`src/rtl/core/scdt_pkg.sv`:
```
package scdt_pkg;

  typedef enum logic {
    OpSin = 1'b0,
    OpCos = 1'b1
  } scdt_op_e;

  // angle in radians, Q4.28, with the function it is meant for
  typedef struct packed {
    scdt_op_e           op;
    logic signed [31:0] x;
  } scdt_rad_t;

  localparam int WorkFrac = 28;

  // 180 degrees in Q16.16, the offset of the floor-style wrap
  localparam logic signed [33:0] HalfTurnQ16 = 34'sd11796480;

  // a full turn in Q16.16 is 45 * 2^19
  localparam int ModShift = 19;
  localparam logic [5:0] TurnUnits = 6'd45;
  // multiple of 45 that lifts the turn count above zero
  localparam logic signed [15:0] TurnBias = 16'sd4140;
  // ceil(2^20 / 45), exact for the biased turn count range
  localparam logic [14:0] TurnRecip = 15'd23302;
  localparam int RecipShift = 20;

  // pi / 180 in Q44, from pi in Q61
  localparam logic [63:0] PiQ61 = 64'h6487ED5110B4611A;
  localparam logic [63:0] Deg2RadQ44 = (PiQ61 + (64'd180 << 16)) / (64'd180 << 17);
  localparam int KSplit = 20;
  localparam logic [19:0] Deg2RadLo = Deg2RadQ44[19:0];
  localparam logic [18:0] Deg2RadHi = Deg2RadQ44[38:20];

  localparam longint OneQ28Int = 64'sd1 <<< WorkFrac;
  localparam logic signed [33:0] OneQ28 = 34'(OneQ28Int);

  localparam longint Coef2Int    = (OneQ28Int + 2 / 2) / 2;
  localparam longint Coef6Int    = (OneQ28Int + 6 / 2) / 6;
  localparam longint Coef24Int   = (OneQ28Int + 24 / 2) / 24;
  localparam longint Coef120Int  = (OneQ28Int + 120 / 2) / 120;
  localparam longint Coef720Int  = (OneQ28Int + 720 / 2) / 720;
  localparam longint Coef5040Int = (OneQ28Int + 5040 / 2) / 5040;

  localparam logic signed [19:0] Coef5040 = 20'(Coef5040Int);
  localparam logic signed [19:0] Coef720  = 20'(Coef720Int);
  localparam logic signed [25:0] Coef120  = 26'(Coef120Int);
  localparam logic signed [25:0] Coef24   = 26'(Coef24Int);
  localparam logic signed [29:0] Coef6    = 30'(Coef6Int);
  localparam logic signed [29:0] Coef2    = 30'(Coef2Int);

  // round half up from Q56 back to Q28
  function automatic logic signed [63:0] rnd28(input logic signed [63:0] v);
    logic signed [63:0] s;
    s = v + (64'sd1 <<< (WorkFrac - 1));
    return s >>> WorkFrac;
  endfunction

endpackage

```
`src/rtl/core/scdt_reduce.sv`:
```
module scdt_reduce (
  input  logic                clk_i,
  input  logic                rst_ni,
  input  logic                in_valid_i,
  output logic                in_ready_o,
  input  logic                in_op_i,
  input  logic signed [31:0]  in_angle_i,
  output logic                out_valid_o,
  input  logic                out_ready_i,
  output scdt_pkg::scdt_rad_t out_data_o
);
  import scdt_pkg::*;

  localparam int NStg = 4;

  logic [NStg-1:0] v_q;
  logic [NStg-1:0] en;

  // each stage moves when it is empty or the next one takes its transaction
  always_comb begin
    en[NStg-1] = !v_q[NStg-1] || out_ready_i;
    for (int k = NStg - 2; k >= 0; k--) begin
      en[k] = !v_q[k] || en[k+1];
    end
  end

  always_ff @(posedge clk_i or negedge rst_ni) begin
    if (!rst_ni) begin
      v_q <= '0;
    end else begin
      if (en[0]) v_q[0] <= in_valid_i;
      for (int k = 1; k < NStg; k++) begin
        if (en[k]) v_q[k] <= v_q[k-1];
      end
    end
  end

  // stage 0: shift by half a turn and count whole 2^19 units
  logic signed [33:0] s0_sum;
  logic signed [15:0] s0_turns;
  logic [13:0]        s0_qq;
  logic [28:0]        s0_prod;

  assign s0_sum   = 34'(in_angle_i) + HalfTurnQ16;
  assign s0_turns = 16'(s0_sum[33:ModShift]) + TurnBias;
  assign s0_qq    = s0_turns[13:0];
  assign s0_prod  = 29'(s0_qq * TurnRecip);

  scdt_op_e    s1_op_q;
  logic [13:0] s1_qq_q;
  logic [8:0]  s1_quot_q;
  logic [ModShift-1:0] s1_low_q;

  // stage 1: remainder mod 45, rebuild the wrapped angle
  logic [13:0]        s1_rem;
  logic [24:0]        s1_mod;
  logic signed [25:0] s1_deg;

  assign s1_rem = s1_qq_q - 14'(s1_quot_q * TurnUnits);
  assign s1_mod = {s1_rem[5:0], s1_low_q};
  assign s1_deg = signed'({1'b0, s1_mod}) - 26'(HalfTurnQ16);

  scdt_op_e           s2_op_q;
  logic signed [24:0] s2_deg_q;

  // stage 2: degrees times pi/180 in two partial products
  logic signed [45:0] s2_plo;
  logic signed [44:0] s2_phi;

  assign s2_plo = s2_deg_q * signed'({1'b0, Deg2RadLo});
  assign s2_phi = s2_deg_q * signed'({1'b0, Deg2RadHi});

  scdt_op_e           s3_op_q;
  logic signed [45:0] s3_plo_q;
  logic signed [44:0] s3_phi_q;

  // stage 3: sum the partial products, round Q60 to Q28
  logic signed [63:0] s3_prod;
  logic signed [63:0] s3_rnd;

  assign s3_prod = (64'(s3_phi_q) <<< KSplit) + 64'(s3_plo_q);
  assign s3_rnd  = (s3_prod + (64'sd1 <<< 31)) >>> 32;

  scdt_rad_t out_q;

  always_ff @(posedge clk_i) begin
    if (en[0]) begin
      s1_op_q   <= scdt_op_e'(in_op_i);
      s1_qq_q   <= s0_qq;
      s1_quot_q <= s0_prod[28:RecipShift];
      s1_low_q  <= s0_sum[ModShift-1:0];
    end
    if (en[1]) begin
      s2_op_q  <= s1_op_q;
      s2_deg_q <= s1_deg[24:0];
    end
    if (en[2]) begin
      s3_op_q  <= s2_op_q;
      s3_plo_q <= s2_plo;
      s3_phi_q <= s2_phi;
    end
    if (en[3]) begin
      out_q.op <= s3_op_q;
      out_q.x  <= s3_rnd[31:0];
    end
  end

  assign in_ready_o  = en[0];
  assign out_valid_o = v_q[NStg-1];
  assign out_data_o  = out_q;

endmodule

```
`config.mk`:
```
export PLATFORM = sky130hd
export DESIGN_NAME = scdt_reduce
export DESIGN_NICKNAME = d
export VERILOG_FILES = /design/src/rtl/core/scdt_pkg.sv /design/src/rtl/core/scdt_reduce.sv
export SDC_FILE = /design/constraint.sdc
export NUM_CORES = 2
export LEC_CHECK = 0
export BUFFER_PORTS_ARGS = -buffer_cell sky130_fd_sc_hd__buf_2
export CAP_MARGIN = 5
export CORE_MARGIN = 5
export CORE_UTILIZATION = 30
export DETAILED_ROUTE_END_ITERATION = 10
export SETUP_SLACK_MARGIN = 0.02
export SKIP_LAST_GASP = 1
export SLEW_MARGIN = 20
export SYNTH_ARGS = -nofsm -noshare
export SYNTH_HDL_FRONTEND = slang
export SYNTH_SLANG_ARGS = --single-unit
```
`constraint.sdc`:
```
create_clock -name clk_i -period 8.3 [get_ports clk_i]
set_input_delay 2.49 -clock clk_i [delete_from_list [all_inputs] [get_ports clk_i]]
set_output_delay 2.49 -clock clk_i [all_outputs]
set_load 0.02 [all_outputs]
```
Yosys cells after proc, flatten, opt, wreduce, memory -nomap -nowiden

Index checks and enable logic that the tools add are counted.

Equal/unequal tests: 0
Reductions and logical operators: 8
Order comparisons: 0
Shift operators: 0
$mul: 4
Div/mod/pow operators: 0
Bitwise gates (word level): 0
Mux-type cells: 0
Add/sub/neg operators: 6

Operators with widths:

| operator                                            | count |
|---|---|
| adder 64 x 33 -> 64 bit, second input constant      | 1 |
| adder 64 x 46 -> 64 bit                             | 1 |
| multiplier 25 x 20 -> 45 bit, second input constant | 1 |
| multiplier 25 x 20 -> 44 bit, second input constant | 1 |
| adder 32 x 25 -> 33 bit, second input constant      | 1 |
| multiplier 14 x 14 -> 28 bit, second input constant | 1 |
| subtractor 25 x 24 -> 25 bit, second input constant | 1 |
| adder 14 x 13 -> 14 bit, second input constant      | 1 |
| multiplier 9 x 6 -> 6 bit, second input constant    | 1 |
| subtractor 6 bit                                    | 1 |
| zero test 1 bit                                     | 4 |
| logical OR 1 bit                                    | 4 |

RAM bits: 0
Register bits after elaboration: 188
Bits in read-only memories: 0
Bits in latches: 0
Memories kept: 0
Word-level logic and storage cells: 33

Logic depth before layout (Yosys ltp)

Word-level depth: 5
Mapped depth: 29
Gate-level depth less buffers: 29

Worst setup path before layout

Ideal clock, no wire load.

Kind: input-to-reg
Start: in in_angle_i[18]
End: reg s1_quot_q[5], data pin
Buffers on the path: 0
Library setup time: 0.271 ns
Setup slack: -0.613 ns
Stages on the path: 27
Data required time: 8.029 ns
Data arrival time: 8.642 ns
Cell sequence: ha_1 -> o31ai_1 -> and2_1 -> o22ai_1 -> a211o_1 -> or3_4 -> xor2_1 -> ha_1 -> inv_1 -> fa_1 -> inv_1 -> fa_1 -> inv_1 -> fa_1 -> inv_1 -> ha_1 -> ha_1 -> ha_1 -> nand2_1 -> a21oi_1 -> a221o_1 -> a21oi_1 -> o31ai_1 -> o21ai_1 -> nor2_1 -> a2111oi_0 -> xnor2_1

Longest elaborated chain between the ends: 3

RTL lines:

| element                      | RTL line          | source |
|---|---|---|
| from (decl)                  | scdt_reduce.sv:7  | `input logic signed [31:0] in_angle_i,` |
| adder 32 x 25 -> 33 bit      | scdt_reduce.sv:44 | `assign s0_sum = 34'(in_angle_i) + HalfTurnQ16;` |
| adder 14 x 13 -> 14 bit      | scdt_reduce.sv:45 | `assign s0_turns = 16'(s0_sum[33:ModShift]) + TurnBias;` |
| multiplier 14 x 14 -> 28 bit | scdt_reduce.sv:47 | `assign s0_prod = 29'(s0_qq * TurnRecip);` |
| named net s0_prod[25]        | scdt_reduce.sv:42 | `logic [28:0] s0_prod;` |
| to (signal assigned)         | scdt_reduce.sv:90 | `s1_quot_q <= s0_prod[28:RecipShift];` |
| to (decl)                    | scdt_reduce.sv:51 | `logic [8:0] s1_quot_q;` |

The timed path passes the listed nets, and every way through them passes these cells.
A chain may end at the register's enable or synchronous reset.

Worst setup path after layout

Start: in in_angle_i[19]
End: reg s1_quot_q[5], data pin

Same word-level chain as after synthesis.

==> metrics.cfg <==
[run_status]
status=finished clean

[synthesis]
synth_edf_count=162
synth-async-reset-ratio=0.0241
yosys.area.top_type_share=0.273
ys_types=78
yosys.area.top_type=fa_1
synthTopCellsByCount=789 x inv_1, 597 x ha_1, 403 x fa_1
synth_cells=2901
yosysWarnings=0
ys.flop_type=edfxtp_1
syn_area_per_cell_sq_um=10.2
ys_seq_area_frac=0.168
syn_area_sq_mm=0.0296
ys_top_cells_by_area=fa_1 27%, ha_1 25%, edfxtp_1 16%, inv_1 10%, xnor2_1 3.7%
synthesis.nets=3938
yosysMostFrequentCell=inv_1
ys_ff_latch=166

[critical_path]
crit_family=adder cells
end_kind=flip-flop
cp.buffers_inverters=5
cp_max_fo=3
path_class=in -> reg
arrival_ns=8.34
crit_slowest_cell=fa_1
crit_top_cell=ha_4
crit_required_ns=8.55
cp-start-kind=input port
max_stage_delay_ns=0.50

[global_route]
grt_overflow=0
grt_pass1_vias=20800
grt_pass1_wl_microns=111000
grt_start_max_net_pins=73
grt.total_usage=0.134
antenna_found_initial=0

[clock_network]
clock_latency_ns=0.51
cts_root_buf=clkbuf_16
cts_tree=built
cts-buffers-inserted=17
h-tree-depth=4
cts.sinks=166
clkSlewWorstSetupHoldPaths_ns=0.08
clockBufferDepth=2

[detailed_routing]
drc=0
via_per_inst=4.51
dr.first_iter.drc_count=995
met3_length_microns=2810
drtPass1Iterations=5
drt-met1-wl_microns=31900
top_layer=met4
wl_met2_microns=32300
wl_per_cell_microns=15.5
ant_nets=0
vias=19700
routed_wl_microns=67900

[flow_run]
drv_cap=0

[die]
die_w_microns=324
initial_core_util=0.301
rows=115
io_pins=72
die_h_microns=324
core-area_sq_mm=0.0981
die-area_sq_mm=0.105

[worst_hold_path]
hp-class=reg -> reg

[placement]
dp_cells=4333
dp_hpwl_microns=58000
gp_congestion=0.878
port_buffers=71

[timing]
slew_headroom=0.316
fin_tns_setup_ns=0
min_period_ns=8.09
setup_viol=0
worst_slew_pin_slew_ns=1.03
finalCritPeriodShare=0.974
hold_viol=0
fmax_ghz=0.124
fin_hold_ws_ns=0.413
fin_skew_ns=0.0281
slew_violations=0

[final_layout]
fin_nets=4106
drive_above_1_share=0.0879
area_growth_syn_to_layout_pct=12.1
fin_util=0.337
layout.cells.non_filler=4370

-- layer usage --
layer / vias to the layer above / GRT usage
met3: 52 / 0.0215
met2: 301 / 0.230
met1: 9568 / 0.182
met5: - / 0
met4: 0 / 0.0248
li1: 9786 / -
-- area by class of cell --
class | count | area [sq um]
Antenna cell | 1 | 2.50
Clock buffer | 17 | 425
Clock inverter | 15 | 190
Fill cell | 9974 | 65000
Inverter | 791 | 2970
Multi-Input combinational cell | 1913 | 21800
Sequential cell | 166 | 4960
Tap cell | 1287 | 1610
Timing Repair Buffer | 180 | 1170
-- logic make-up after synthesis --
kind of cell,count (synthesis),share of synthesized area
fa+ha+maj,1000,0.526
buf+inv,822,0.105
compound gates,408,0.0912
simple gates,320,0.0545
xor+xnor,179,0.0538
flops,166,0.168
mux,6,0.00207
-- metrics by stage --
| stage | setup slack [ns] | area (sq um) |
|---|---|---|
| finish | 0.214 | 33100 |
| global route | -0.0530 | 33100 |
| CTS | 0.0880 | 32900 |
| detailed placement | -0.470 | 32300 |
| global placement | -0.339 | 32300 |
| floorplan | -0.127 | 29600 |
-- what timing repair did --
action / in CTS / in global routing
endpoints found under the setup margin: 0 / 5
hold buffers: 0 / 0
setup buffers: 0 / 4
resized for setup: 0 / 31
-- worst reg2reg max path, cell delays in order, from the launching register on --
cell and delay (ns):
edfxtp_1 0.33, buf_4 0.27, inv_1 0.18, fa_1 0.51, fa_1 0.55, inv_1 0.05
fa_1 0.50, inv_1 0.05, fa_1 0.47, inv_1 0.05, fa_1 0.55, inv_1 0.07
fa_1 0.50, fa_1 0.52, inv_1 0.04, ha_1 0.35, a21o_1 0.18, a31oi_1 0.30
o311ai_1 0.13, a31oi_1 0.23, a211oi_1 0.11, buf_4 0.17, o211ai_1 0.21, a211oi_1 0.12
buf_4 0.16, o211a_1 0.22, a2111o_1 0.38
-- state kept, by name, summed over array words and instances, names as in the netlist --
signal      count
out_data_o     33
s3_plo_q       26
s1_quot_q       6
v_q             4
s3_op_q         1
s2_op_q         1
s3_phi_q       44
s1_qq_q         6
s1_op_q         1
s2_deg_q       25
s1_low_q       19
-- final timing paths --
check	startpoint	to	slack (ns)	cells past startpoint
worst max-delay path	in_angle_i[19]	s1_quot_q[5]	0.21	28
worst min-delay path	s1_low_q[17]	s2_deg_q[17]	0.41	0
worst max register to register	s2_deg_q[6]	s3_phi_q[40]	0.85	26
worst min register to register	s1_low_q[17]	s2_deg_q[17]	0.41	0
max in group asynchronous	rst_ni	v_q[1]	6.42	1
min in group asynchronous	rst_ni	v_q[2]	1.77	1
-- layout by cell type (no fill, tap or decap), drive strengths merged, types with 6 or more instances in the layout --
cell type and n:
o31ai 7, clkinv 6, and2 11, nand2b 20
clkbuf 17, edfxtp 162, a211oi 11, o211ai 13
o21a 18, a21boi 9, nand4 18, a31oi 17
or2 6, buf 180, inv 799, ha 597
nor2 75, o21bai 16, a211o 9, a21oi 123
xnor2 128, nand3 37, xor2 51, nand2 66
a21o 74, o21ai 58, nor2b 16, nor3 30
fa 403, and3 23
Power is left out: the tool's default activity adds up to more than one toggle a clock period on the data nets, which glitch-free logic cannot reach.
